**src/rtl/kap_pkg.sv**
```systemverilog
// Shared constants, types and the sort schedule of the Kaprekar routine core.
`timescale 1ns / 1ps
package kap_pkg;

  // Field widths
  localparam int unsigned ValueW = 14;
  localparam int unsigned StepW  = 6;
  localparam int unsigned DigitW = 4;
  localparam int unsigned QuotW  = 11;   // 16383 / 10 fits in 11 bits
  localparam int unsigned NDigits = 4;
  localparam int unsigned IdxW   = 2;
  localparam int unsigned CntW   = 3;

  // Stream widths (whole bytes)
  localparam int unsigned InDataW  = 16;
  localparam int unsigned OutDataW = 24;

  // Constants of the routine
  localparam logic [ValueW-1:0] KapTarget   = 14'd6174;
  localparam logic [StepW-1:0]  LimitReset  = 6'd7;
  localparam logic [15:0]       Recip10     = 16'd52429;  // ceil(2^19 / 10)
  localparam int unsigned       RecipShift  = 19;
  localparam logic [CntW-1:0]   SplitLast   = 3'd3;
  localparam logic [CntW-1:0]   SortLast    = 3'd4;

  typedef logic [DigitW-1:0] digit_t;

  // Sequencer states, one-hot
  typedef enum logic [4:0] {
    ST_IDLE  = 5'b00001,
    ST_EMIT  = 5'b00010,
    ST_SPLIT = 5'b00100,
    ST_SORT  = 5'b01000,
    ST_SUB   = 5'b10000
  } kap_state_e;

  // Compare-exchange pairs of the four-input sorting network
  function automatic logic [IdxW-1:0] sort_lo_idx(input logic [CntW-1:0] pass);
    case (pass)
      3'd0:    sort_lo_idx = 2'd0;
      3'd1:    sort_lo_idx = 2'd2;
      3'd2:    sort_lo_idx = 2'd0;
      3'd3:    sort_lo_idx = 2'd1;
      3'd4:    sort_lo_idx = 2'd1;
      default: sort_lo_idx = 2'd0;
    endcase
  endfunction

  function automatic logic [IdxW-1:0] sort_hi_idx(input logic [CntW-1:0] pass);
    case (pass)
      3'd0:    sort_hi_idx = 2'd1;
      3'd1:    sort_hi_idx = 2'd3;
      3'd2:    sort_hi_idx = 2'd2;
      3'd3:    sort_hi_idx = 2'd3;
      3'd4:    sort_hi_idx = 2'd2;
      default: sort_hi_idx = 2'd1;
    endcase
  endfunction

endpackage

```
**src/rtl/kaprekar_routine_4digit_core.sv**
```systemverilog
// Top level of the Kaprekar routine core: sequencer, digit registers, result register.
`timescale 1ns / 1ps
// Usage:
// - Slave stream s_axis takes one start value per item. The core then emits the
//   whole sequence on master stream m_axis: the start value at step 0, then the
//   value after each Kaprekar step, up to and including 6174 or the step limit.
// - m_axis_tlast marks the final item of a sequence; m_axis_tuser is set on it
//   when the final value is 6174, clear when the limit was reached instead.
// - cfg channel writes the 6-bit step limit (reset value 7). It is ready only
//   while the core is idle and the result register is empty.
// - Operation: the start value is loaded into the result register once the input
//   item is taken. Each further step splits the four digits on the shared
//   divide-by-ten unit, runs 5 passes of the shared compare-exchange unit,
//   forms the difference and loads the result register. s_axis_tready stays
//   low while a sequence is in progress.
// - A stalled receiver holds the result register; the sequencer computes the next
//   value and then waits in ST_EMIT until the item is taken; no result is lost.
// - Reset clears the sequencer and the result valid; the core comes up idle.
module kaprekar_routine_4digit_core (
  input  logic                           clk_i,
  input  logic                           rst_ni,
  // Start value
  input  logic                           s_axis_tvalid,
  output logic                           s_axis_tready,
  input  logic [kap_pkg::InDataW-1:0]    s_axis_tdata,   // [13:0] start_value
  // Sequence values
  output logic                           m_axis_tvalid,
  input  logic                           m_axis_tready,
  output logic [kap_pkg::OutDataW-1:0]   m_axis_tdata,   // [13:0] value, [19:14] step
  output logic                           m_axis_tlast,   // last
  output logic                           m_axis_tuser,   // [0] converged
  // Step limit register
  input  logic                           cfg_valid_i,
  output logic                           cfg_ready_o,
  input  logic [kap_pkg::StepW-1:0]      cfg_data_i      // iteration_limit
);
  import kap_pkg::*;

  kap_state_e state_q, state_d;
  logic [CntW-1:0]   cnt_q, cnt_d;
  logic [StepW-1:0]  limit_q;
  logic [ValueW-1:0] cur_q, cur_d;
  logic [StepW-1:0]  step_q, step_d;
  logic [ValueW-1:0] work_q, work_d;
  digit_t            dig_q [NDigits];
  digit_t            dig_d [NDigits];

  logic              out_valid_q, out_valid_d;
  logic [ValueW-1:0] out_value_q;
  logic [StepW-1:0]  out_step_q;
  logic              out_last_q, out_conv_q;

  logic              hit, stop, out_load;
  logic [QuotW-1:0]  quot;
  digit_t            rem;
  digit_t            cs_a, cs_b, cs_lo, cs_hi;
  logic [IdxW-1:0]   lo_idx, hi_idx;
  digit_t            span_hi, span_mid;
  logic [ValueW-1:0] diff;

  // Shared units
  kap_div10 u_div10 (
    .num_i  (work_q),
    .quot_o (quot),
    .rem_o  (rem)
  );

  assign lo_idx = sort_lo_idx(cnt_q);
  assign hi_idx = sort_hi_idx(cnt_q);
  assign cs_a   = dig_q[lo_idx];
  assign cs_b   = dig_q[hi_idx];

  kap_cswap u_cswap (
    .a_i  (cs_a),
    .b_i  (cs_b),
    .lo_o (cs_lo),
    .hi_o (cs_hi)
  );

  // desc - asc with ascending digits d0..d3: 999*(d3-d0) + 90*(d2-d1)
  assign span_hi  = dig_q[3] - dig_q[0];
  assign span_mid = dig_q[2] - dig_q[1];
  assign diff     = ({10'd0, span_hi} * 14'd999) + ({10'd0, span_mid} * 14'd90);

  assign hit      = (cur_q == KapTarget);
  assign stop     = hit || (step_q >= limit_q);
  assign out_load = (state_q == ST_EMIT) && (!out_valid_q || m_axis_tready);

  // Sequencer
  always_comb begin
    state_d = state_q;
    cnt_d   = cnt_q;
    cur_d   = cur_q;
    step_d  = step_q;
    work_d  = work_q;
    dig_d   = dig_q;
    case (state_q)
      ST_IDLE: begin
        if (s_axis_tvalid) begin
          cur_d   = s_axis_tdata[ValueW-1:0];
          step_d  = '0;
          state_d = ST_EMIT;
        end
      end
      ST_EMIT: begin
        if (out_load) begin
          if (stop) begin
            state_d = ST_IDLE;
          end else begin
            work_d  = cur_q;
            cnt_d   = '0;
            state_d = ST_SPLIT;
          end
        end
      end
      ST_SPLIT: begin
        dig_d[cnt_q[IdxW-1:0]] = rem;
        work_d = {{(ValueW-QuotW){1'b0}}, quot};
        if (cnt_q == SplitLast) begin
          cnt_d   = '0;
          state_d = ST_SORT;
        end else begin
          cnt_d = cnt_q + 3'd1;
        end
      end
      ST_SORT: begin
        dig_d[lo_idx] = cs_lo;
        dig_d[hi_idx] = cs_hi;
        if (cnt_q == SortLast) begin
          cnt_d   = '0;
          state_d = ST_SUB;
        end else begin
          cnt_d = cnt_q + 3'd1;
        end
      end
      ST_SUB: begin
        cur_d   = diff;
        step_d  = step_q + 6'd1;
        state_d = ST_EMIT;
      end
      default: begin
        state_d = ST_IDLE;
      end
    endcase
  end

  always_ff @(posedge clk_i or negedge rst_ni) begin
    if (!rst_ni) begin
      state_q <= ST_IDLE;
      cnt_q   <= '0;
      cur_q   <= '0;
      step_q  <= '0;
    end else begin
      state_q <= state_d;
      cnt_q   <= cnt_d;
      cur_q   <= cur_d;
      step_q  <= step_d;
    end
  end

  // Working registers, no reset needed
  always_ff @(posedge clk_i) begin
    work_q <= work_d;
    dig_q  <= dig_d;
  end

  // Step limit register
  always_ff @(posedge clk_i or negedge rst_ni) begin
    if (!rst_ni) begin
      limit_q <= LimitReset;
    end else if (cfg_valid_i && cfg_ready_o) begin
      limit_q <= cfg_data_i;
    end
  end

  // Result register
  always_comb begin
    out_valid_d = out_valid_q;
    if (out_load) begin
      out_valid_d = 1'b1;
    end else if (m_axis_tready) begin
      out_valid_d = 1'b0;
    end
  end

  always_ff @(posedge clk_i or negedge rst_ni) begin
    if (!rst_ni) begin
      out_valid_q <= 1'b0;
    end else begin
      out_valid_q <= out_valid_d;
    end
  end

  always_ff @(posedge clk_i) begin
    if (out_load) begin
      out_value_q <= cur_q;
      out_step_q  <= step_q;
      out_last_q  <= stop;
      out_conv_q  <= hit;
    end
  end

  // Ports
  assign s_axis_tready = (state_q == ST_IDLE);
  assign cfg_ready_o   = (state_q == ST_IDLE) && !out_valid_q;
  assign m_axis_tvalid = out_valid_q;
  assign m_axis_tdata  = {{(OutDataW-ValueW-StepW){1'b0}}, out_step_q, out_value_q};
  assign m_axis_tlast  = out_last_q;
  assign m_axis_tuser  = out_conv_q;

  // Checks
  a_conv_is_target: assert property (@(posedge clk_i) disable iff (!rst_ni)
    (m_axis_tvalid && m_axis_tuser) |-> (m_axis_tlast && out_value_q == KapTarget))
    else $error("converged result without target value");

  a_limit_stop: assert property (@(posedge clk_i) disable iff (!rst_ni)
    (m_axis_tvalid && m_axis_tlast && !m_axis_tuser) |-> (out_step_q == limit_q))
    else $error("non-converged end not at step limit");

  a_step_bound: assert property (@(posedge clk_i) disable iff (!rst_ni)
    m_axis_tvalid |-> (out_step_q <= limit_q))
    else $error("step count beyond limit");

  a_diff_range: assert property (@(posedge clk_i) disable iff (!rst_ni)
    (state_q == ST_SUB) |=> (cur_q < 14'd10000))
    else $error("step result out of four-digit range");

endmodule

```
**src/rtl/kap_div10.sv**
```systemverilog
// Divide-by-ten unit: quotient by reciprocal multiply, remainder as the low digit.
`timescale 1ns / 1ps
module kap_div10 (
  input  logic [kap_pkg::ValueW-1:0] num_i,
  output logic [kap_pkg::QuotW-1:0]  quot_o,
  output kap_pkg::digit_t            rem_o
);
  import kap_pkg::*;

  logic [ValueW+15:0] prod;
  logic [ValueW-1:0]  quot_x10;
  logic [ValueW-1:0]  rem_full;

  // Exact for all 14-bit operands
  assign prod   = {16'd0, num_i} * {{ValueW{1'b0}}, Recip10};
  assign quot_o = prod[RecipShift +: QuotW];

  // num - 10 * quot
  assign quot_x10 = {quot_o, 3'b000} + {2'b00, quot_o, 1'b0};
  assign rem_full = num_i - quot_x10;
  assign rem_o    = rem_full[DigitW-1:0];

endmodule

```
**src/rtl/kap_cswap.sv**
```systemverilog
// Compare-exchange unit shared by all passes of the digit sort.
`timescale 1ns / 1ps
module kap_cswap (
  input  kap_pkg::digit_t a_i,
  input  kap_pkg::digit_t b_i,
  output kap_pkg::digit_t lo_o,
  output kap_pkg::digit_t hi_o
);
  import kap_pkg::*;

  logic swap;

  assign swap = (a_i > b_i);
  assign lo_o = swap ? b_i : a_i;
  assign hi_o = swap ? a_i : b_i;

endmodule
```
**config.mk**
```make
export PLATFORM = sky130hd
export DESIGN_NAME = kaprekar_routine_4digit_core
export DESIGN_NICKNAME = d
export VERILOG_FILES = /design/src/rtl/kap_pkg.sv /design/src/rtl/kaprekar_routine_4digit_core.sv /design/src/rtl/kap_div10.sv /design/src/rtl/kap_cswap.sv
export SDC_FILE = /design/constraint.sdc
export NUM_CORES = 1
export LEC_CHECK = 0
export BUFFER_PORTS_ARGS = -buffer_cell sky130_fd_sc_hd__buf_2
export CAP_MARGIN = 40
export CORE_MARGIN = 2
export CORE_UTILIZATION = 33
export CTS_BUF_LIST = sky130_fd_sc_hd__clkbuf_4
export DETAILED_ROUTE_END_ITERATION = 16
export SETUP_SLACK_MARGIN = 0.4
export SLEW_MARGIN = 20
export SYNTH_ARGS = -nofsm -noshare
export SYNTH_HDL_FRONTEND = slang
export SYNTH_SLANG_ARGS = --single-unit
```
**constraint.sdc**
```tcl
create_clock -name clk_i -period 7 [get_ports clk_i]
set_input_delay 0.7 -clock clk_i [delete_from_list [all_inputs] [get_ports clk_i]]
set_output_delay 0.7 -clock clk_i [all_outputs]
set_load 0.1 [all_outputs]
```
# Word level (Yosys, flattened, before mapping)
# Index checks and enable logic that the tools add are counted.
# totals
register_bits	87
in_bits	27
output_inout_bits	29
word_cells	112
# classes
addsub	7
n_mul	3
magnitude_cmp	8
eq_ne	15
muxes	40
bitwise	3
n_reduce_logical	21
# ops
operator	count
14-bit case mux with 2 select lines	2
16-bit bitwise mux	3
14-bit 2-to-1 mux	3
4-bit 2-to-1 mux	9
16-bit case mux with 2 select lines	1
14-bit by 16-bit multiplier with 30-bit output, second input constant	1
5-bit case mux with 5 select lines	1
4-bit demux with 2-bit select	3
5-bit 2-to-1 mux	4
4-bit binary-select mux with 2-bit select	2
3-bit 2-to-1 mux	5
14-bit by 11-bit adder with 14-bit output	1
14-bit by 13-bit == test with 1-bit output, second input constant	1
4-bit by 10-bit multiplier with 14-bit output, second input constant	1
6-bit case mux with 2 select lines	1
4-bit subtractor	3
4-bit by 6-bit multiplier with 10-bit output, second input constant	1
2-bit inequality test, second input constant	5
3-bit >= comparator, second input constant	3
3-bit by 1-bit < comparator with 1-bit output, second input constant	3
2-bit NOT with 3-bit output	3
3-bit case mux with 3 select lines	1
2-bit case mux with 2 select lines	2
2-bit nonzero test	4
23 further kinds	34

# Depth between registers and ports, before layout
# Gate-level depths: netlist of run 1.
# logic_depth
ltp_word	12
ltp_mapped	25

# Cells and area by module
# Synthesis of run 1 repeated with hierarchy kept, for this count alone.
# unflattened
hier_cells	937
hier_area_um2	9487.8
# modules_own_cells
mod	instances	cells_each	area_each_um2	seq_area_each_um2
kaprekar_routine_4digit_core	1	575	5901.9	2442.3
kap_div10	1	341	3379.5	0.0
kap_cswap	1	21	206.4	0.0

# Worst setup path after synthesis of run 1
# Ideal clock, no wire load.
# synth_timing
path_type	register -> register
start	reg work_q[12]
end	reg dig_q[3] (netlist bit) (data pin)
setup_ns	0.268
t_arrival_ns	5.411
slack_ns	1.321
path_stages_with_launch	23
path_buffers	0
period_less_slack_ns	5.679
path_cell_list	edfxtp_1 -> inv_1 -> ha_1 -> fa_1 -> fa_1 -> fa_1 -> inv_1 -> fa_1 -> inv_1 -> fa_1 -> inv_1 -> ha_1 -> nand4_1 -> o211a_1 -> nand2_1 -> o21ai_0 -> nand2b_1 -> xor2_1 -> ha_1 -> xor2_1 -> xnor3_1 -> nand3_1 -> o21ai_1
# synth_lines
element	line_no	text
from (decl)	kaprekar_routine_4digit_core.sv:44	logic [ValueW-1:0] work_q, work_d;
from (signal assigned)	kaprekar_routine_4digit_core.sv:163	work_q <= work_d;
to (signal assigned)	kaprekar_routine_4digit_core.sv:164	dig_q <= dig_d;
to (decl)	kaprekar_routine_4digit_core.sv:45	digit_t dig_q [NDigits];

==> impl_metrics.csv, run 1 <==
group,metric,value,unit
outcome,outcome,"finished clean",
synthesis,syn_area,9170,sq um
final_layout,finish.instance_area,10000,sq um
floorplanning,core,27600,sq um
synthesis,yosys_warnings,0,
synthesis,synth_edf_count,52,
synthesis,avgSynthCellArea,10.1,sq um
worst_hold_path,min_to,"limit_q[3]",
worst_hold_path,hp-class,"in2reg",
place,port_buffers,49,
floorplanning,die_w,171,microns
synthesis,synth.largest_area_cell,"ha_1",
worst_setup_path,worstSetupStartpoint,"work_q[12]",
final_layout,fin_cells,1343,
routing,drt_iter0_drc,351,
place,place_hpwl,16600,microns
synthesis,ys_ff_latch,87,
synthesis,seq_area_frac_synth,26.6,%
worst_setup_path,slowest_stage,"fa_1",
worst_setup_path,max_stage_delay,680,ps
synthesis,synth_ff_type,"edfxtp_1",
synthesis,synth_compound_gate_area_share,11.4,%
worst_setup_path,reg2regPathDepth,22,
synthesis,synth-simple-area-share,10.3,%
sta,relSlewSlack,46.0,%
place,finalWeightedCongestion,0.849,
sta,fin_crit_sh,88.1,%
clocking,cts_made_buffers,9,
worst_setup_path,cp.required,7220,ps
worst_setup_path,crit_arrival,6390,ps
worst_setup_path,cp-end-kind,"flop",
global_route,grt_start_max_net_pins,36,
final_layout,area_growth,9.55,%
global_route,grt_pass1_wl,33300,microns
global_route,grt_overflow,0,
final_layout,nNetsFinal,1222,
clocking,clock_latency,470,ps
sta,setup_viol,0,
floorplanning,rows,61,
clocking,clkSlewWorstSetupHoldPaths,170,ps
clocking,root_buffer,"clkbuf_4",
routing,drtAntennaViolNets,0,
routing,dr.pass1.iters,5,
routing,totalWireLength,20000,microns
clocking,numClockSinks,87,
worst_hold_path,hold_depth,2,
final_layout,num-fill-cells,2817,
synthesis,yosys-mux-area-fraction,2.50,%
sta,final.setup.tns,0,ps
sta,max_freq,162,MHz
worst_setup_path,worstReg2RegEnd,"dig_q[15]",
worst_hold_path,hp-start,"cfg_data_i[3]",
sta,rsz0062_at_grt,"false",
synthesis,postSynth.asyncResetShare,40.2,%
worst_setup_path,path_cells,"inv_1, ha_1, fa_1, fa_1, fa_1, inv_1, fa_1, inv_1, fa_1, inv_1, ha_1, nand4_1, o211a_1, nand2_1, o21ai_1, nand2b_1, xor2_1, ha_1, xor2_1, xnor3_1, nand3_1, o21ai_1",
synthesis,synth-xor-area-share,3.96,%
worst_setup_path,regToRegStartpoint,"work_q[12]",
synthesis,synth_area_leaders,"ha_1 (22%), edfxtp_1 (17%), fa_1 (16%), dfrtp_1 (8.5%), inv_1 (6.0%)",
synthesis,synth_top_family_by_area,"adder cells",
sta,finClkSkew,21.8,ps
sta,final_max_slew_viol_count,0,
synthesis,synth_cells,910,
routing,viasPerCell,4.90,
routing,wl_per_cell,14.9,microns
sta,finalHoldViolations,0,
sta,period_minus_slack,6160,ps
clocking,ctsLongestPathBuffers,2,
routing,drc,0,
place,placed_cell_area,9840,sq um
floorplanning,start_util,33.3,%
clocking,cts_tree,"yes",
worst_setup_path,crit_path_start_kind,"flop",
final_layout,layout-drive-gt1-share,10.4,%
global_route,grt_use_total,14.4,%
worst_setup_path,path_class,"reg2reg",
synthesis,synth_top_area_share,22.4,%
worst_setup_path,cp_common_cell,"fa_1",
sta,tightest_slew,802,ps
place,place_inst,1322,
clocking,cts-htree-levels,3,
global_route,antenna_found_initial,1,
worst_setup_path,r2r_setup_slack,840,ps
flow_run,cap_violations,0,
floorplanning,die_h,171,microns
routing,vias,6582,
global_route,grt_pass1_vias,6633,
floorplanning,die-area,29100,sq um
floorplanning,io_pins,56,
synthesis,synthAdderAreaFrac,38.1,%
synthesis,synthDistinctLibCells,65,
worst_setup_path,worstPathMaxFanout,4,
critical path: cells and delay by family, from the launching register on:
family / cells / cell delay, ps
compound gates: 3 / 500
simple gates: 4 / 390
fa+ha+maj: 8 / 3520
xor+xnor: 3 / 820
buf+inv: 4 / 210
flops: 1 / 470
per-stage QoR:
stage	worst slack, ps	utilization [%]	hold WS [ps]
2_1_floorplan	1320	-	404
3_3_place_gp	794	35.7	496
3_5_place_dp	757	35.7	501
4_1_cts	687	36.3	290
5_1_grt	412	36.5	417
6_report	836	36.5	446
layout by cell type (no fill, tap or decap), drive strengths merged, types with 7 or more instances in the layout:
cell type	count
a31oi	10
o21a	7
xor2	22
nor2	38
ha	164
a21o	14
inv	151
xnor2	16
o22ai	11
fa	72
nand2	63
mux2	7
nor3	12
dfrtp	31
nand4	7
mux2i	15
clkbuf	9
edfxtp	52
nand3	27
and2	7
buf	55
a21oi	31
o21ai	56
nand2b	7
timing repair:
| action | CTS | global route |
|---|---|---|
| endpoints found under the hold margin | 0 | 2 |
| buffers inserted | 0 | 2 |
| endpoints found under the setup margin | 0 | 4 |
| resized for setup | 0 | 1 |
| hold buffers | 0 | 1 |
state kept, by name (all words and copies together) (netlist names):
register	cells
m_axis_tuser	1
m_axis_tvalid	1
state_q	5
dig_q	16
cnt_q	3
out_value_q	14
step_q	6
cur_q	14
out_step_q	6
work_q	14
limit_q	6
m_axis_tlast	1
cells by family after synthesis:
| kind of cell | Yosys count |
|---|---|
| adder cells (fa/ha/maj) | 236 |
| AND/OR/NAND/NOR | 195 |
| buffers and inverters | 167 |
| AO/OA/AOI/OAI | 163 |
| flip-flops | 87 |
| XOR/XNOR | 39 |
| multiplexers | 22 |
| other | 1 |
Yosys cell counts (3+ instances only):
master    count
ha_1        164
inv_1       146
fa_1         72
nand2_1      63
edfxtp_1     52
o21ai_0      50
nor2_1       38
a21oi_1      31
dfrtp_1      31
nand3_1      27
xor2_1       21
clkbuf_1     16
xnor2_1      16
mux2i_1      15
a21o_1       14
nor3_1       12
o22ai_1      11
a31oi_1      10
and2_1        7
mux2_2        7
nand2b_1      7
nand4_1       7
o21a_1        7
nand3b_1      6
o22a_1        6
nor2b_1       5
or2_2         5
or3_1         5
buf_4         4
dfstp_2       4
o21ai_1       4
a211oi_1      3
a22oi_1       3
how the worst max path moves through the flow:
stage                            to  slack, ps  cells after the start
after floorplan            dig_q[3]       1320                     22
after global placement     dig_q[3]        790                     22
after detailed placement  dig_q[15]        760                     22
after CTS                 dig_q[15]        690                     22
after global routing       dig_q[3]        410                     22
final                     dig_q[15]        840                     22
metal layers:
| metal | track usage, % | up-vias | share of wire [%] |
|---|---|---|---|
| met5 | 0 | - | 0 |
| met4 | 3.49 | 0 | 1.4 |
| met1 | 19.7 | 3225 | 47 |
| li1 | - | 3233 | - |
| met3 | 1.71 | 21 | 2.9 |
| met2 | 24.3 | 103 | 48 |
cell type report:
cell class | instances | area (sq um) | share of cell area (%)
diodes | 1 | 2.50 | 0.0249
flip-flops and latches | 87 | 2440 | 24.3
inverters | 146 | 548 | 5.46
well taps | 378 | 473 | 4.71
repair buffers | 56 | 313 | 3.11
multi-input cells | 659 | 6100 | 60.8
clock inverters | 7 | 95.1 | 0.947
clock buffers | 9 | 67.6 | 0.673
Power of run 1 is not shown: default switching activity piles up to over one toggle a cycle in this logic, so the estimate is an artifact.
==> inputs of run 2 (changes only) <==
CELL_PAD_IN_SITES_DETAIL_PLACEMENT = 1   (was default)
CELL_PAD_IN_SITES_GLOBAL_PLACEMENT = 2   (was default)
PLACE_DENSITY_LB_ADDON = 0.1   (was default)
==> run 2 against run 1 <==
Maximum frequency fell by 0.74%. Die area did not move. Hold slack got worse by 280 ps. Cell area rose by 0.35%.
==> impl_metrics.csv, run 2 (same netlist as run 1, synthesis figures left out) <==
group,metric,value,unit
outcome,outcome,"finished clean",
worst_setup_path,crit_arrival,6440,ps
clocking,cts_tree,"yes",
sta,setup_viol,0,
clocking,root_buffer,"clkbuf_4",
sta,final.setup.tns,0,ps
flow_run,cap_violations,0,
sta,max_freq,161,MHz
sta,tightest_slew,792,ps
global_route,grt_overflow,0,
routing,drc,0,
floorplanning,start_util,33.3,%
sta,timing.hold.ws,164,ps
sta,fin_crit_sh,88.7,%
final_layout,num-fill-cells,3176,
clocking,clock_latency,490,ps
floorplanning,die_h,171,microns
worst_setup_path,crit_path_start_kind,"flop",
routing,drtAntennaViolNets,0,
routing,drt_iter0_drc,230,
sta,finalHoldViolations,0,
routing,viasPerCell,4.84,
place,finalWeightedCongestion,0.800,
sta,relSlewSlack,47.2,%
floorplanning,die-area,29100,sq um
global_route,antenna_found_initial,2,
floorplanning,rows,61,
floorplanning,io_pins,56,
clocking,cts_made_buffers,9,
routing,vias,6531,
sta,final_max_slew_viol_count,0,
global_route,grt_use_total,17.8,%
global_route,grt_pass1_vias,7279,
floorplanning,core,27600,sq um
sta,rsz0062_at_grt,"false",
worst_setup_path,worstPathMaxFanout,4,
place,place_hpwl,20500,microns
global_route,grt_pass1_wl,39600,microns
routing,totalWireLength,24300,microns
worst_setup_path,r2r_setup_slack,790,ps
final_layout,final_cell_mix,"ha_1 (164), inv_1 (146), fa_1 (71)",
clocking,hold_buffers,0,
clocking,cts-htree-levels,3,
sta,finClkSkew,41.3,ps
worst_hold_path,hp-class,"in2async",
final_layout,layout.cells.most_common,"ha_1",
sta,period_minus_slack,6210,ps
clocking,numClockSinks,87,
final_layout,area_growth,9.93,%
routing,dr.pass1.iters,6,
worst_setup_path,path_class,"reg2reg",
floorplanning,die_w,171,microns
final_layout,largest_reg_flops,16,
routing,wl_per_cell,18.0,microns
clocking,clkSlewWorstSetupHoldPaths,200,ps
clocking,ctsLongestPathBuffers,2,
place,port_buffers,49,
final_layout,nNetsFinal,1228,
worst_setup_path,cp.required,7230,ps
global_route,grt_start_max_net_pins,24,
final_layout,regMostFlops,"dig_q",
worst_setup_path,cp-end-kind,"flop",
final_layout,layout-drive-gt1-share,11.1,%
-- run 2: routing by layer --
| metal | global-route usage (%) | part of all wire [%] |
|---|---|---|
| met2 | 31.5 | 50 |
| met5 | 0 | 0 |
| met1 | 23.2 | 46 |
| met4 | 4.09 | 1.6 |
| met3 | 2.22 | 2.2 |
-- run 2: final timing paths --
check,start,end,cells past startpoint
min in group clk_i,cfg_data_i[3],limit_q[3],2
max in group asynchronous,rst_ni,limit_q[2],2
max,work_q[12],dig_q[3],22
min reg2reg,cur_q[0],out_value_q[0],0
min,rst_ni,cnt_q[0],1
max reg2reg,work_q[12],dig_q[3],22
-- run 2: area by class of cell --
| class | count | area (sq um) | area share [%] |
|---|---|---|---|
| Multi-Input combinational cell | 659 | 6110 | 60.6 |
| Antenna cell | 2 | 5.00 | 0.0496 |
| Timing Repair Buffer | 62 | 367 | 3.64 |
| Inverter | 146 | 548 | 5.44 |
| Clock inverter | 7 | 71.3 | 0.707 |
| Clock buffer | 9 | 67.6 | 0.670 |
| Sequential cell | 87 | 2440 | 24.2 |
| Tap cell | 378 | 473 | 4.69 |
-- run 2: repair_timing --
| item | 4_1_cts | 5_1_grt |
|---|---|---|
| buffers inserted | 0 | 8 |
| endpoints found under the setup margin | 0 | 7 |
| gates resized for setup | 0 | 2 |
-- run 2: critical path, cell delays in order (launching register included) --
cell and delay (ps):
edfxtp_1 460, inv_1 60, ha_1 340, fa_2 660
fa_1 470, fa_1 540, inv_1 50, fa_1 500
inv_1 70, fa_1 510, inv_1 40, ha_1 300
nand4_1 100, o211a_1 210, nand2_1 90, o21ai_1 220
nand2b_1 100, xor2_1 200, ha_1 210, xor2_1 200
xnor3_1 430, nand3_1 120, o21ai_1 80
-- run 2: metrics by stage --
stage,cell area (sq um),setup slack (ps),std cells,utilization [%]
floorplan,9180,1320,913,-
global placement,9830,669,1321,35.7
detailed placement,9870,607,1323,35.8
CTS,10000,562,1339,36.3
global route,10100,406,1349,36.6
finish,10100,790,1350,36.6
Power of run 2 is left out for the same reason.
==> inputs of run 3 (changes only) <==
SYNTH_HIERARCHICAL = 1   (was default)
==> run 3 against run 2 <==
Cell count increased by 2.7%. First-iteration DRC count up 13%. Setup slack got worse by 160 ps. Flip-flop and latch count unchanged. Critical path depth unchanged. Die area up 3.4%. Utilization barely moved. Synthesized area is 3.5% higher. Maximum frequency decreased by 2.5%. Register-to-register slack worse by 160 ps. Non-clock buffer count up 4. Critical endpoint is now dig_q[15]. Largest cell class unchanged.
==> impl_metrics.csv, run 3 <==
group,metric,value,unit
outcome,outcome,"finished clean",
synthesis,ys_ff_latch,87,
synthesis,synth.most_common_cell,"ha_1",
global_route,grt_pass1_wl,41600,microns
clocking,root_buffer,"clkbuf_4",
floorplanning,die_h,174,microns
routing,dr.pass1.iters,6,
final_layout,nNetsFinal,1258,
routing,drc,0,
final_layout,largest_reg_flops,16,
final_layout,area_growth,9.92,%
synthesis,synth_edf_count,52,
synthesis,avgSynthCellArea,10.1,sq um
floorplanning,die_w,174,microns
place,placed_cell_area,10200,sq um
global_route,grt_overflow,0,
sta,setup_viol,0,
synthesis,postSynth.asyncResetShare,40.2,%
floorplanning,io_pins,56,
floorplanning,rows,62,
global_route,grt_use_total,18.0,%
clocking,cts_tree,"yes",
worst_hold_path,hp-class,"in2async",
clocking,clkSlewWorstSetupHoldPaths,170,ps
synthesis,yosys_warnings,6,
synthesis,seq_area_frac_synth,25.7,%
synthesis,syn_area,9490,sq um
sta,rsz0062_at_grt,"false",
sta,period_minus_slack,6370,ps
global_route,grt_pass1_vias,7323,
sta,finClkSkew,34.2,ps
routing,totalWireLength,25900,microns
routing,drt_iter0_drc,260,
synthesis,synth.largest_area_cell,"ha_1",
worst_setup_path,path_class,"reg2reg",
synthesis,synth_common_cells,"ha_1 (163), inv_1 (159), nand2_1 (96), fa_1 (72), edfxtp_1 (52)",
floorplanning,start_util,33.3,%
floorplanning,core,28500,sq um
routing,viasPerCell,4.85,
sta,max_freq,157,MHz
sta,finalHoldViolations,0,
routing,drtAntennaViolNets,0,
clocking,cts-htree-levels,3,
synthesis,synth_ff_type,"edfxtp_1",
flow_run,cap_violations,0,
routing,wl_per_cell,18.7,microns
clocking,hold_buffers,0,
sta,fin_crit_sh,91.0,%
floorplanning,die-area,30100,sq um
worst_setup_path,worstPathMaxFanout,4,
synthesis,synth_top_area_share,21.5,%
routing,vias,6727,
clocking,clock_latency,480,ps
worst_setup_path,crit_arrival,6610,ps
clocking,ctsLongestPathBuffers,2,
clocking,numClockSinks,87,
final_layout,finish.instance_area,10400,sq um
global_route,grt_start_max_net_pins,28,
final_layout,final_cell_mix,"ha_1 (160), inv_1 (159), nand2_1 (96)",
place,place_hpwl,21600,microns
worst_setup_path,cp-end-kind,"flop",
synthesis,synthDistinctLibCells,78,
sta,tightest_slew,816,ps
final_layout,regMostFlops,"dig_q",
worst_setup_path,crit_path_start_kind,"flop",
synthesis,synth_area_leaders,"ha_1 (21%), edfxtp_1 (16%), fa_1 (15%), dfrtp_1 (8.2%), inv_1 (6.3%)",
worst_setup_path,cp.required,7240,ps
sta,relSlewSlack,45.1,%
place,port_buffers,49,
synthesis,synth_cells,937,
clocking,cts_made_buffers,9,
sta,final.setup.tns,0,ps
final_layout,layout.cells.most_common,"ha_1",
global_route,antenna_found_initial,2,
sta,final_max_slew_viol_count,0,
final_layout,layout-drive-gt1-share,13.4,%
place,finalWeightedCongestion,0.746,
[run 3: changes by cell type after synthesis, sizes merged, moves of 5 or more]
cell	delta
o31ai	+6
mux2	+9
o22ai	-7
o21ai	-21
nand3b	-5
a21oi	+8
nor2	-10
nor3	-7
nand2	+33
buf	+10
clkbuf	-10
inv	+13
o22a	-6
mux2i	-9
[run 3: per-layer routing]
metal  part of all wire [%]  global-route usage [%]  vias to the layer above
met5                      0                       0                        -
met4                   0.74                    3.21                        0
li1                       -                       -                     3327
met1                     48                    24.9                     3330
met2                     49                    30.8                       59
met3                    2.5                    2.17                       11
[run 3: per-stage QoR]
stage / cells / hold WS, ps / util, % / worst slack (ps)
CTS: 1377 / 146 / 36.3 / 458
detailed placement: 1357 / 452 / 35.7 / 274
finish: 1387 / 181 / 36.6 / 632
global route: 1386 / 153 / 36.6 / 397
floorplan: 940 / 404 / - / 939
global placement: 1353 / 458 / 35.5 / 411
[run 3: worst max-delay path, stage by stage, from the launching register on]
cell and delay, ps:
edfxtp_1 450, buf_4 160, ha_2 350, inv_1 60, fa_1 410, fa_1 520
fa_1 550, inv_1 50, fa_1 510, inv_1 60, fa_1 490, inv_1 70
ha_4 260, a21oi_4 160, o211ai_1 150, a21o_1 210, a22o_1 230, a311oi_2 310
ha_1 300, nand2_1 70, nand2_1 70, xnor3_2 430, a32o_1 260
[run 3: final cells by class]
| class | count | area [sq um] |
|---|---|---|
| Clock buffer | 10 | 75.1 |
| Tap cell | 384 | 480 |
| Clock inverter | 6 | 43.8 |
| Fill cell | 3286 | 18000 |
| Inverter | 159 | 597 |
| Antenna cell | 2 | 5.00 |
| Sequential cell | 87 | 2440 |
| Timing Repair Buffer | 66 | 399 |
| Multi-Input combinational cell | 673 | 6390 |
[run 3: final timing paths]
check,startpoint,to,slack (ps),cells after the start
max,work_q[12],dig_q[15],630,22
min,rst_ni,cur_q[6],180,1
max reg2reg,work_q[12],dig_q[15],630,22
min reg2reg,cur_q[0],out_value_q[0],470,0
max in group asynchronous,rst_ni,state_q[0],6240,2
min in group clk_i,cfg_data_i[1],limit_q[1],440,2
[run 3: cell families (layout without fill, tap and decap cells)]
logic type	after synthesis	after routing	share of synthesized area (%)
fa+ha+maj	235	235	36.7
buf+inv	180	241	7.58
mux	26	26	3.48
compound gates	156	156	11.3
flops	87	87	25.7
xor+xnor	39	39	3.82
simple gates	213	213	11.4
other cells	1	6	0.0395
[run 3: repair_timing]
action	4_1_cts	5_1_grt
setup endpoints to repair	4	8
setup buffers	4	7
pin swaps	1	7
endpoints found under the hold margin	0	0
gates resized for setup	2	5
Power of run 3 is left out for the same reason.
